### src/hw/rtl/ccfm_pkg.sv
// Shared constants, codes and types of the commanded channel fault monitor.
`default_nettype none

package ccfm_pkg;

  // Slot geometry
  localparam int SIDES            = 2;
  localparam int BUTTONS_PER_SIDE = 4;
  localparam int NSLOTS           = SIDES * BUTTONS_PER_SIDE;

  // Timeout default: 1000 ms timeout at a 10 ms tick
  localparam int TMO_SPAN_MS      = 1000;
  localparam int TICK_MS          = 10;
  localparam logic [7:0] TIMEOUT_RESET = 8'(TMO_SPAN_MS / TICK_MS);

  // Field widths
  localparam int CHAN_W     = 16;
  localparam int CNT_W      = 8;
  localparam int FX_W       = 32;
  localparam int FLAG_W     = 16;
  localparam int IN_DATA_W  = 72;
  localparam int OUT_DATA_W = 64;
  localparam int CFG_IDX_W  = 3;
  localparam int CFG_DATA_W = 64;

  // Configuration register indexes
  localparam int REG_TIMEOUT    = 0;
  localparam int REG_MASK_BASE  = 1;
  localparam int MASKS_PER_WORD = 4;

  // Operation codes
  localparam logic [1:0] OP_PRESS   = 2'd0;
  localparam logic [1:0] OP_OBSERVE = 2'd1;
  localparam logic [1:0] OP_TICK    = 2'd2;
  localparam logic [1:0] OP_CLEAR   = 2'd3;

  // Slot status codes
  localparam logic [1:0] ST_IDLE    = 2'd0;
  localparam logic [1:0] ST_PENDING = 2'd1;
  localparam logic [1:0] ST_ERROR   = 2'd2;

  // Effect codes
  localparam logic [1:0] FX_DISABLED = 2'd0;
  localparam logic [1:0] FX_ENABLED  = 2'd1;
  localparam logic [1:0] FX_WAIT     = 2'd2;
  localparam logic [1:0] FX_FAULT    = 2'd3;

  // Per-slot stored state
  typedef struct packed {
    logic [CHAN_W-1:0] mask;
    logic [CHAN_W-1:0] value;
    logic [1:0]        status;
    logic [CNT_W-1:0]  count;
  } slot_state_t;

  // Command broadcast from the top level to every slot
  typedef struct packed {
    logic              fire;
    logic [1:0]        op;
    logic [CHAN_W-1:0] press_mask;
    logic [CHAN_W-1:0] press_value;
    logic [CHAN_W-1:0] channels;
    logic [CHAN_W-1:0] relay_target;
    logic [CHAN_W-1:0] observed;
    logic [CNT_W-1:0]  timeout;
  } slot_cmd_t;

  // What one slot shows after the current request
  typedef struct packed {
    logic [1:0] effect;
    logic       err;
    logic       pend;
  } slot_view_t;

endpackage

`default_nettype wire

### src/hw/rtl/commanded_channel_fault_monitor.sv
// Top level of the commanded channel fault monitor.
//
// Usage:
//   Requests arrive on the s_ channel: s_tuser carries the operation (press,
//   observation, tick, clear slot), s_tdata the slot address and data words.
//   Every request gives exactly one result on the m_ channel: the 2-bit
//   effect code of each slot plus error and pending flags, as they stand
//   after that request. Configuration (timeout and slot channel masks) is
//   written through cfg_we/cfg_index/cfg_data while the block is idle.
//   A request passes the input register, then its result the result
//   register. Throughput is one request per cycle while the receiver takes
//   results without stalling; all slots update in parallel from the single
//   input register.
//   When the receiver stalls, the result register holds, the input register
//   holds the next request, and s_tready drops once both are full.
//   Reset (synchronous, active high) empties both registers, sets every
//   slot idle with zero mask and value, clears the last observation and
//   loads the timeout default of 100 ticks and all-zero masks.
`default_nettype none

module commanded_channel_fault_monitor (
  input  wire logic                              clk,
  input  wire logic                              rst,
  // request channel
  input  wire logic                              s_tvalid,
  output logic                                   s_tready,
  // tdata: slot_side, slot_button, press_mask, press_value, channels,
  //        relay_target, zero pad
  input  wire logic [ccfm_pkg::IN_DATA_W-1:0]    s_tdata,
  // tuser: operation
  input  wire logic [1:0]                        s_tuser,
  // result channel
  output logic                                   m_tvalid,
  input  wire logic                              m_tready,
  // tdata: slot_effects, error_flags, pending_flags
  output logic [ccfm_pkg::OUT_DATA_W-1:0]        m_tdata,
  // configuration write port
  input  wire logic                              cfg_we,
  input  wire logic [ccfm_pkg::CFG_IDX_W-1:0]    cfg_index,
  input  wire logic [ccfm_pkg::CFG_DATA_W-1:0]   cfg_data
);

  // Input register
  logic                          in_valid;
  logic [1:0]                    in_op;
  logic                          in_side;
  logic [2:0]                    in_button;
  logic [ccfm_pkg::CHAN_W-1:0]   in_pmask;
  logic [ccfm_pkg::CHAN_W-1:0]   in_pvalue;
  logic [ccfm_pkg::CHAN_W-1:0]   in_chans;
  logic [ccfm_pkg::CHAN_W-1:0]   in_target;

  // Configuration and shared state
  logic [ccfm_pkg::CNT_W-1:0]    timeout_ticks;
  logic [ccfm_pkg::CHAN_W-1:0]   cfg_mask [ccfm_pkg::NSLOTS];
  logic [ccfm_pkg::CHAN_W-1:0]   last_observed;

  logic                          advance;
  logic                          fire;
  ccfm_pkg::slot_cmd_t           cmd;
  logic [ccfm_pkg::NSLOTS-1:0]   hit;
  ccfm_pkg::slot_view_t          view [ccfm_pkg::NSLOTS];
  logic [ccfm_pkg::FX_W-1:0]     fx_next;
  logic [ccfm_pkg::FLAG_W-1:0]   err_next;
  logic [ccfm_pkg::FLAG_W-1:0]   pend_next;

  // Handshake: result register free or being taken moves the pipe on
  assign advance  = !m_tvalid || m_tready;
  assign fire     = in_valid && advance;
  assign s_tready = !in_valid || advance;

  always_ff @(posedge clk) begin
    if (rst) begin
      in_valid <= 1'b0;
    end else if (s_tready) begin
      in_valid <= s_tvalid;
    end
  end

  always_ff @(posedge clk) begin
    if (s_tvalid && s_tready) begin
      in_op     <= s_tuser;
      in_side   <= s_tdata[0];
      in_button <= s_tdata[3:1];
      in_pmask  <= s_tdata[19:4];
      in_pvalue <= s_tdata[35:20];
      in_chans  <= s_tdata[51:36];
      in_target <= s_tdata[67:52];
    end
  end

  // Configuration registers; mask words past the slot count are dropped
  always_ff @(posedge clk) begin
    if (rst) begin
      timeout_ticks <= ccfm_pkg::TIMEOUT_RESET;
      for (int k = 0; k < ccfm_pkg::NSLOTS; k++) begin
        cfg_mask[k] <= '0;
      end
    end else if (cfg_we) begin
      if (int'(cfg_index) == ccfm_pkg::REG_TIMEOUT) begin
        timeout_ticks <= cfg_data[ccfm_pkg::CNT_W-1:0];
      end
      for (int k = 0; k < ccfm_pkg::NSLOTS; k++) begin
        if (int'(cfg_index) == ccfm_pkg::REG_MASK_BASE + k / ccfm_pkg::MASKS_PER_WORD) begin
          cfg_mask[k] <= cfg_data[ccfm_pkg::CHAN_W * (k % ccfm_pkg::MASKS_PER_WORD) +:
                                  ccfm_pkg::CHAN_W];
        end
      end
    end
  end

  // Last observation, used by later presses and re-tracks
  always_ff @(posedge clk) begin
    if (rst) begin
      last_observed <= '0;
    end else if (fire && in_op == ccfm_pkg::OP_OBSERVE) begin
      last_observed <= in_chans;
    end
  end

  // Command to all slots
  always_comb begin
    cmd.fire         = fire;
    cmd.op           = in_op;
    cmd.press_mask   = in_pmask;
    cmd.press_value  = in_pvalue;
    cmd.channels     = in_chans;
    cmd.relay_target = in_target;
    cmd.observed     = last_observed;
    cmd.timeout      = timeout_ticks;
  end

  // Slot array; an out-of-range address matches no slot
  for (genvar k = 0; k < ccfm_pkg::NSLOTS; k++) begin : g_slot
    assign hit[k] = (int'(in_side) == k / ccfm_pkg::BUTTONS_PER_SIDE) &&
                    (int'(in_button) == k % ccfm_pkg::BUTTONS_PER_SIDE);

    ccfm_slot u_slot (
      .clk      (clk),
      .rst      (rst),
      .cmd      (cmd),
      .hit      (hit[k]),
      .cfg_mask (cfg_mask[k]),
      .view     (view[k])
    );
  end

  // Gather the result; bits of absent slots stay zero
  always_comb begin
    fx_next   = '0;
    err_next  = '0;
    pend_next = '0;
    for (int k = 0; k < ccfm_pkg::NSLOTS; k++) begin
      fx_next[2*k +: 2] = view[k].effect;
      err_next[k]       = view[k].err;
      pend_next[k]      = view[k].pend;
    end
  end

  // Result register
  always_ff @(posedge clk) begin
    if (rst) begin
      m_tvalid <= 1'b0;
    end else if (advance) begin
      m_tvalid <= in_valid;
    end
  end

  always_ff @(posedge clk) begin
    if (fire) begin
      m_tdata <= {pend_next, err_next, fx_next};
    end
  end

endmodule

`default_nettype wire

### src/hw/rtl/ccfm_slot.sv
// One monitor slot: expected mask and value, status and countdown.
`default_nettype none

module ccfm_slot (
  input  wire logic                          clk,
  input  wire logic                          rst,
  input  wire ccfm_pkg::slot_cmd_t           cmd,
  input  wire logic                          hit,
  input  wire logic [ccfm_pkg::CHAN_W-1:0]   cfg_mask,
  output ccfm_pkg::slot_view_t               view
);

  ccfm_pkg::slot_state_t st;
  ccfm_pkg::slot_state_t st_next;
  ccfm_pkg::slot_state_t tracked;

  // New or changed expectation: idle if nothing to see or already seen
  function automatic ccfm_pkg::slot_state_t track(
    input ccfm_pkg::slot_state_t           s,
    input logic [ccfm_pkg::CHAN_W-1:0]     m,
    input logic [ccfm_pkg::CHAN_W-1:0]     val,
    input logic [ccfm_pkg::CHAN_W-1:0]     obs,
    input logic [ccfm_pkg::CNT_W-1:0]      tmo
  );
    ccfm_pkg::slot_state_t     r;
    logic [ccfm_pkg::CHAN_W-1:0] v;
    r = s;
    v = val & m;
    if (!(s.mask == m && s.value == v)) begin
      r.mask  = m;
      r.value = v;
      if (v == '0 || (obs & m) == v) begin
        r.status = ccfm_pkg::ST_IDLE;
        r.count  = '0;
      end else begin
        r.status = ccfm_pkg::ST_PENDING;
        r.count  = tmo;
      end
    end
    return r;
  endfunction

  // Tick re-track from relay target and configured mask
  always_comb begin
    tracked = track(st, cfg_mask, cmd.relay_target, cmd.observed, cmd.timeout);
  end

  // Next state for the request in hand
  always_comb begin
    st_next = st;
    case (cmd.op)
      ccfm_pkg::OP_PRESS: begin
        if (hit) begin
          st_next = track(st, cmd.press_mask, cmd.press_value, cmd.observed, cmd.timeout);
        end
      end
      ccfm_pkg::OP_OBSERVE: begin
        if (st.mask != '0) begin
          if ((cmd.channels & st.mask) == st.value) begin
            if (st.status != ccfm_pkg::ST_IDLE) begin
              st_next.status = ccfm_pkg::ST_IDLE;
              st_next.count  = '0;
            end
          end else if (st.status == ccfm_pkg::ST_IDLE && st.value != '0) begin
            // settled slot lost its voltage
            st_next.status = ccfm_pkg::ST_ERROR;
            st_next.count  = '0;
          end
        end
      end
      ccfm_pkg::OP_TICK: begin
        st_next = tracked;
        if (tracked.status == ccfm_pkg::ST_PENDING) begin
          if (tracked.count == '0) begin
            st_next.status = ccfm_pkg::ST_ERROR;
          end else begin
            st_next.count = tracked.count - 1'b1;
          end
        end
      end
      ccfm_pkg::OP_CLEAR: begin
        if (hit) begin
          st_next.mask   = '0;
          st_next.value  = '0;
          st_next.status = ccfm_pkg::ST_IDLE;
          st_next.count  = '0;
        end
      end
      default: begin
        st_next = st;
      end
    endcase
  end

  // State register
  always_ff @(posedge clk) begin
    if (rst) begin
      st.mask   <= '0;
      st.value  <= '0;
      st.status <= ccfm_pkg::ST_IDLE;
      st.count  <= '0;
    end else if (cmd.fire) begin
      st <= st_next;
    end
  end

  // Effect and flags as they stand after this request
  always_comb begin
    view.err  = (st_next.status == ccfm_pkg::ST_ERROR);
    view.pend = (st_next.status == ccfm_pkg::ST_PENDING);
    if (view.err) begin
      view.effect = ccfm_pkg::FX_FAULT;
    end else if (view.pend) begin
      view.effect = ccfm_pkg::FX_WAIT;
    end else if ((st_next.mask & st_next.value) != '0) begin
      view.effect = ccfm_pkg::FX_ENABLED;
    end else begin
      view.effect = ccfm_pkg::FX_DISABLED;
    end
  end

endmodule

`default_nettype wire

### config.mk
export PLATFORM = sky130hd
export DESIGN_NAME = commanded_channel_fault_monitor
export DESIGN_NICKNAME = d
export VERILOG_FILES = /design/src/hw/rtl/ccfm_pkg.sv /design/src/hw/rtl/commanded_channel_fault_monitor.sv /design/src/hw/rtl/ccfm_slot.sv
export SDC_FILE = /design/constraint.sdc
export NUM_CORES = 2
export LEC_CHECK = 0
export BUFFER_PORTS_ARGS = -buffer_cell sky130_fd_sc_hd__buf_4
export CAP_MARGIN = 15
export CELL_PAD_IN_SITES_DETAIL_PLACEMENT = 1
export CELL_PAD_IN_SITES_GLOBAL_PLACEMENT = 1
export CORE_UTILIZATION = 48
export DETAILED_ROUTE_END_ITERATION = 7
export PLACE_DENSITY_LB_ADDON = 0.1
export SETUP_SLACK_MARGIN = 0.02
export SLEW_MARGIN = 30
export SYNTH_ARGS = -nofsm -noshare
export SYNTH_HDL_FRONTEND = slang
export SYNTH_HIERARCHICAL = 1
export SYNTH_SLANG_ARGS = --single-unit
### constraint.sdc
create_clock -name clk -period 6.3 [get_ports clk]
set_input_delay 0.63 -clock clk [delete_from_list [all_inputs] [get_ports clk]]
set_output_delay 0.63 -clock clk [all_outputs]
set_load 0.01 [all_outputs]
---- Word level (Yosys, flattened, before mapping) ----
Memory sizes are Yosys's and may differ from the RTL's.
Cells that the tools add are included.
storage, ports and cells
  word-level logic and storage cells ...... 513
  bits of input ports ..................... 146
  flip-flop bits (word level) ............. 464
  output and inout port bits .............. 66
  memories ................................ 1
  memory bits (writable) .................. 128
operators by class
  equal/unequal tests ..................... 129
  multiplexer cells ....................... 147
  reduce and logical (&&, ||, !) cells .... 125
  add/subtract/negate cells ............... 8
  bitwise gates (word level) .............. 43
memory list
  name      depth  width  rd ports  clocked after Yosys merged registers in  write ports  line                                   source
  cfg_mask  8      16     8         0                                        8            commanded_channel_fault_monitor.sv:55  logic [ccfm_pkg::CHAN_W-1:0] cfg_mask [ccfm_pkg::NSLOTS];
operators by type and width
  kind                 count
  $mux 42              32
  $eq 16x16->1         49
  $pmux 32 s3          8
  $and 16x16->16       34
  $mux 10              40
  $reduce_bool 16->1   24
  $pmux 10 s4          8
  $logic_not 16->1     9
  $mux 16              8
  $mux 9               9
  $logic_not 8->1      8
  $mux 8               8
  $sub 8x1->8 const B  8
  $reduce_and 7->1     8
  $ne 2x1->1 const B   24
  $logic_and 1x1->1    35
  $eq 2x1->1 const B   17
  $mux 1               26
  $ne 3x1->1 const B   8
  $ne 3x3->1 const B   8
  $eq 2x2->1 const B   10
  $logic_not 2->1      9
  $mux 2               8
  $ne 2x2->1 const B   8
  10 further kinds     46

---- Longest topological paths before layout ----
An unclocked memory read counts as a cell.
  word-level depth ........................ 12
  mapped depth ............................ 19
  gate-level depth less buffers ........... 16

---- By module ----
The synthesis kept the hierarchy.
by module, submodules not included
  module                            cells an instance  area each (um2)  seq. area each (um2)  times used
  ccfm_slot (g_slot[1].u_slot ...)  692                4918.5           840.8                 5
  commanded_channel_fault_monitor   533                9301.4           7427.1                1
  ccfm_slot (g_slot[7].u_slot)      703                4932.2           840.8                 1
  ccfm_slot (g_slot[0].u_slot)      672                4810.9           840.8                 1
  ccfm_slot (g_slot[6].u_slot)      659                4747.1           840.8                 1

---- Worst setup path before layout ----
No wires, ideal clock.
  path type ............................... register to register
  start point ............................. reg in_target[6] (netlist bit)
  end point ............................... reg m_tdata[14] (netlist bit), data pin
  required time ........................... 6.028 ns
  cell stages (with the launch flop) ...... 18
  buffers on the path ..................... 2
  slack ................................... 1.742 ns
  period minus slack after synthesis ...... 4.558 ns
  library setup time ...................... 0.272 ns
  data arrival time ....................... 4.286 ns
  cells stage by stage .................... edfxtp_1 -> and3_1 -> o22ai_1 -> or4_1 -> nor4_4 -> buf_2 -> buf_2 -> a22oi_1 -> ha_1 -> o21ai_1 -> nand2_1 -> nor2_1 -> a211oi_1 -> ha_1 -> inv_1 -> o221ai_1 -> nor4_1 -> a32oi_1
on the way
  elaborated cells between the ends (all ways) .. 20
  classes of those cells .................. eq/ne (5); mux (8); bitwise (2); reduce/logical (5)
RTL lines
  what                                              line                                    source
  from (decl)                                       commanded_channel_fault_monitor.sv:51   logic [ccfm_pkg::CHAN_W-1:0] in_target;
  from (signal assigned)                            commanded_channel_fault_monitor.sv:88   in_target <= s_tdata[67:52];
  $and 16x16->16 *                                  ccfm_slot.sv:28                         v = val & m;
  $eq 16x16->1 or $logic_not 16->1 (tied branches)  ccfm_slot.sv:32                         if (v == '0 || (obs & m) == v) begin
  $logic_or 1x1->1                                  ccfm_slot.sv:32
  $mux 9                                            ccfm_slot.sv:32
  $mux 42 *                                         ccfm_slot.sv:29                         if (!(s.mask == m && s.value == v)) begin
  $logic_not 8->1                                   ccfm_slot.sv:74                         if (tracked.count == '0) begin
  $mux 2                                            ccfm_slot.sv:74
  $mux 10 *                                         ccfm_slot.sv:73                         if (tracked.status == ccfm_pkg::ST_PENDING) begin
  $pmux 10 s4 *                                     ccfm_slot.sv:51                         case (cmd.op)
  $eq 2x2->1 *                                      ccfm_slot.sv:109                        view.err = (st_next.status == ccfm_pkg::ST_ERROR);
  net err_next, one bit                             commanded_channel_fault_monitor.sv:64   logic [ccfm_pkg::FLAG_W-1:0] err_next;
  to (signal assigned)                              commanded_channel_fault_monitor.sv:171  m_tdata <= {pend_next, err_next, fx_next};
  to (decl)                                         commanded_channel_fault_monitor.sv:36   output logic [ccfm_pkg::OUT_DATA_W-1:0] m_tdata,
The timed path passes the listed nets; every way through them passes the cells marked *.
A chain may end at the register's enable or synchronous reset.

---- Worst setup path in the final report ----
  start point ............................. reg in_target[5] (netlist bit)
  end point ............................... reg m_tdata[8] (netlist bit), data pin
Same word-level chain as after synthesis.

==> results.md <==
- The run finished, with violations left.
- The checks that failed: DRC.
- The final number of hold-violating endpoints was 0.
- Setup violations remaining at the end of the flow were counted as 0.
- The sum of internal, switching and leakage power is 0.0121 W.
- The core region is around 100,000 sq um.
- The synthesis warning total is 6.
- Counting the buffers created by CTS gives 75.
- Before CTS, the worst setup slack after placement is around 1100 ps.
- The die is about 320 um tall.
- Across the routed clock network, the largest skew measured is approximately 28 ps.
- The min-delay analysis places its worst path in the category input pin to flip-flop.
- For this run, the total global-route usage over all layers was measured as around half.
- Summed over all layers, the global routing overflow is 0.
- The number of global-route vias before repair is 52,792.
- Using the TritonRoute via totals, the vias-per-cell ratio works out to 7.42.
- The number of pins with negative max-slew slack in the final report is 0.
- Max-cap violations in this run came to 0.
- Post-CTS timing repair inserted 0 buffers for setup.
- The wire length per cell is around 36 um.
- The main combinational cell family by area after synthesis is compound AO/OA/AOI/OAI gates.
- The number of cell rows is about 120.
- The number of antenna violations at the first check in global routing is 20.
- Counting instances in the post-synthesis netlist gives the leading cell types as sky130_fd_sc_hd__nor2_1 (555), sky130_fd_sc_hd__nand2_1 (513), sky130_fd_sc_hd__xor2_1 (496).
- Synthesis handed over a netlist of 6,027 instances.
- The synthesized-area fraction occupied by and/or/nand/nor cells is a little over a fifth.
- The detail route stage leaves a number of antenna-violating nets equal to 0.
- Summed over all layers, the routed wires come to between 200,000 and 300,000 um.
- The final critical path takes up 87.5% of the cycle.
- The netlist uses 108 different library cells.
- From synthesis to final layout, the design area changed by 11.5%.
- Setup repair after global routing left no endpoint under its margin.
- The last weighted congestion value of the routability-driven placer is 1.08.
- For the worst-skew pair, the clock arrives at the later sink with an insertion delay of about 700 ps.
- The setup TNS is 0 ps.
- Pin placement for this block handled between 200 and 250 I/O pins.
- The synthesized design contains slightly below 600 register bits.
- For this configuration, the core starts out at a cell density of 48.4%.
- The portion of the post-synthesis area used by sequential elements is 29.3%.
- Once the clock tree was built, the resizer swapped 0 gates to a different size.
- In this run the tightest slew margin relative to its limit is between 20% and 30%.
- Ranked by total cell area, the synthesized netlist is headed by sky130_fd_sc_hd__dfxtp_1 (15%), sky130_fd_sc_hd__edfxtp_1 (14%), sky130_fd_sc_hd__xor2_1 (9.0%).
- The most used flip-flop cell after synthesis is sky130_fd_sc_hd__dfxtp_1.
- The mapped netlist covers roughly 48,000 sq um.
- Summed over its instances, the top area cell type makes up 15.0% of the synthesized netlist area.
- Counting flops with an async set or reset pin after synthesis yields a share of 0%.
- The total vias in the final route is ~55,000.
- The synthesized-area fraction occupied by adder cells is less than 1%.
- The floorplan die area is roughly 100,000 sq um.
- The clock tree from TritonCTS is yes.
- Counting flops with a built-in enable in the synthesized netlist gives 230.
- The share of layout cells above drive strength 1 is between 10% and 20%.
- The first global-routing pass estimated 376,000 um of wire.
- The count of port buffers added during placement is ~180.
- The top cell type by total area after synthesis is sky130_fd_sc_hd__dfxtp_1.
- The pin count of the biggest net entering global routing is 122.
- The startpoint type of the worst setup path is a flip-flop.
- Summing the areas of all xor and xnor instances in the mapped netlist gives around 15% of the synthesized area.
- The count of hold buffers inserted by post-cts repair is 0.
- Data on the critical path arrives at its endpoint at 6040 ps.
- The clock-pin slew reported for the worst setup and hold paths after clock tree synthesis is around 70 ps.
- The setup slack after layout is slightly below 800 ps.
- The data required time at the worst endpoint is between 6000 and 7000 ps.
- The portion of netlist area occupied by mux cells is 2.38%.
- The total number of nets in the final design is around 6,200.
- The clock drives around 600 sinks.
- The maximum net fanout on the critical path is 13.
- The largest single stage delay on the critical path is about 930 ps.
- Timing would allow up to 0.181 GHz.
- Counting I/O delays and the setup requirement, the final critical path takes around 5500 ps.
- Summing the areas of all compound-gate instances in the mapped netlist gives about a quarter of the synthesized area.
- Among all cell types in the netlist, the one instantiated most often is sky130_fd_sc_hd__nor2_1.
- The buffer cell driving the clock tree root is sky130_fd_sc_hd__clkbuf_16.
- Dividing the synthesized area by the synthesized cell count gives 8.03 sq um.
- The master of the slowest instance on the critical path is sky130_fd_sc_hd__edfxtp_1.
- The kind of critical path is flip-flop to flip-flop.
- No sink is reached through more buffers than the 3 on the longest clock path.
- The first routing iteration left roughly 8,400 violations.
- The H-tree depth reported by CTS is 3.
- For the pin with the worst max-slew slack, the measured transition is 1190 ps.
- Walking the worst path, the cells encountered are buf_4 > xor2_1 > a22oi_1 > nand4_1 > o21ai_1 > nor2_1 > a22oi_1 > ha_1 > inv_1 > a21oi_1 > a31o_2 > nor3_1 > a211oi_1 > ha_1 > a21oi_1 > o2111a_1 > a41oi_1.
- STA classifies the critical path endpoint as a flip-flop.
- The share of the core filled with cells in the final layout is 53.9%.
- In this run the static leakage power is about 20 nW.
- From left edge to right edge, the die measures around 320 um.
- The power density over the cells is between 200 and 250 nW/um^2.
- For this run, the detailed router's first-pass iteration total came to 8.
- The final HPWL from detailed placement is 185,000 um.
- The final routed DRC violation total is 4.
- VDD sags by at most roughly 0.00024 V.
## logic make-up after synthesis
group                    after synthesis
flip-flops                           592
adder cells (fa/ha/maj)               24
buffers and inverters                672
multiplexers                         114
XOR/XNOR                             805
AO/OA/AOI/OAI                       1729
other                                  1
AND/OR/NAND/NOR                     2090
## worst paths after layout
check / startpoint / depth (start not counted) / slack, ps / end
hold / removal: s_tdata[15] / 1 / 100 / in_pmask[11]$_DFFE_PP_
setup reg to reg: in_target[5]$_DFFE_PP_ / 17 / 790 / m_tdata[8]$_DFFE_PP_
setup / recovery: in_target[5]$_DFFE_PP_ / 17 / 790 / m_tdata[8]$_DFFE_PP_
hold reg to reg: g_slot[6].u_slot/st[7]$_SDFFE_PP0P_ / 2 / 520 / g_slot[6].u_slot/st[7]$_SDFFE_PP0P_
## flip-flops by register name, summed over array words and instances, names as in the netlist, 2 cells and up
register,flops
timeout_ticks,8
g_slot.u_slot/st,336
in_chans,16
in_pvalue,16
m_tdata,32
in_pmask,16
cfg_mask,128
last_observed,16
in_target,16
in_op,2
in_button,3
## layout make-up
type                       count  area, sq um
tap                         1298         1620
antenna                       19         47.5
fill                       12003        46100
timing repair buffer         444         3760
inverter                     151          567
clock inverter                47          375
multi-input combinational   4794        31400
clock buffer                  93         2010
sequential                   592        14200
## placed cells by master (no fill, tap or decap), types with 77 or more instances in the layout
| master | instances |
|---|---|
| sky130_fd_sc_hd__nor2_1 | 554 |
| sky130_fd_sc_hd__nand2_1 | 513 |
| sky130_fd_sc_hd__xor2_1 | 496 |
| sky130_fd_sc_hd__buf_4 | 400 |
| sky130_fd_sc_hd__a21oi_1 | 380 |
| sky130_fd_sc_hd__dfxtp_1 | 354 |
| sky130_fd_sc_hd__xnor2_1 | 309 |
| sky130_fd_sc_hd__a22oi_1 | 247 |
| sky130_fd_sc_hd__edfxtp_1 | 230 |
| sky130_fd_sc_hd__a211oi_1 | 228 |
| sky130_fd_sc_hd__nand4_1 | 189 |
| sky130_fd_sc_hd__o21ai_0 | 142 |
| sky130_fd_sc_hd__inv_1 | 139 |
| sky130_fd_sc_hd__nor4_1 | 133 |
| sky130_fd_sc_hd__o22ai_1 | 120 |
| sky130_fd_sc_hd__and3_1 | 110 |
| sky130_fd_sc_hd__nor3_1 | 109 |
| sky130_fd_sc_hd__mux2i_1 | 107 |
| sky130_fd_sc_hd__and2_1 | 101 |
| sky130_fd_sc_hd__nand3_1 | 89 |
| sky130_fd_sc_hd__a22o_1 | 88 |
| sky130_fd_sc_hd__nor2b_1 | 78 |
| sky130_fd_sc_hd__clkbuf_16 | 77 |
## stage by stage
step           instance area (sq um)  hold slack [ps]  cells
2_1_floorplan                  48500              478   6058
3_3_place_gp                   51200              491   7259
3_5_place_dp                   51400              505   7272
4_1_cts                        53800             93.9   7412
5_1_grt                        53900             91.7   7421
6_report                       53900             95.8   7438
## layer usage
metal  share of wire, %  global-route usage (%)
met5              0.046                       0
met2                 40                    70.2
met3                 15                    17.5
met4                8.2                    33.9
met1                 37                    64.1
## report_power, final
| group | switching [W] | internal, W | total [W] |
|---|---|---|---|
| clock | 0.00198 | 0.00241 | 0.00439 |
| combinational | 0.00185 | 0.00104 | 0.00289 |
| sequential | 0.000601 | 0.00423 | 0.00483 |
| total | 0.00443 | 0.00767 | 0.0121 |
## critical path, delay by kind of cell (launching register included)
kind / cells / cell delay [ps]
AO/OA/AOI/OAI: 9 / 2570
flip-flops: 1 / 930
AND/OR/NAND/NOR: 3 / 630
adder cells (fa/ha/maj): 2 / 560
buffers and inverters: 2 / 500
XOR/XNOR: 1 / 110
Note: power is estimated with default switching activity, not from simulation.
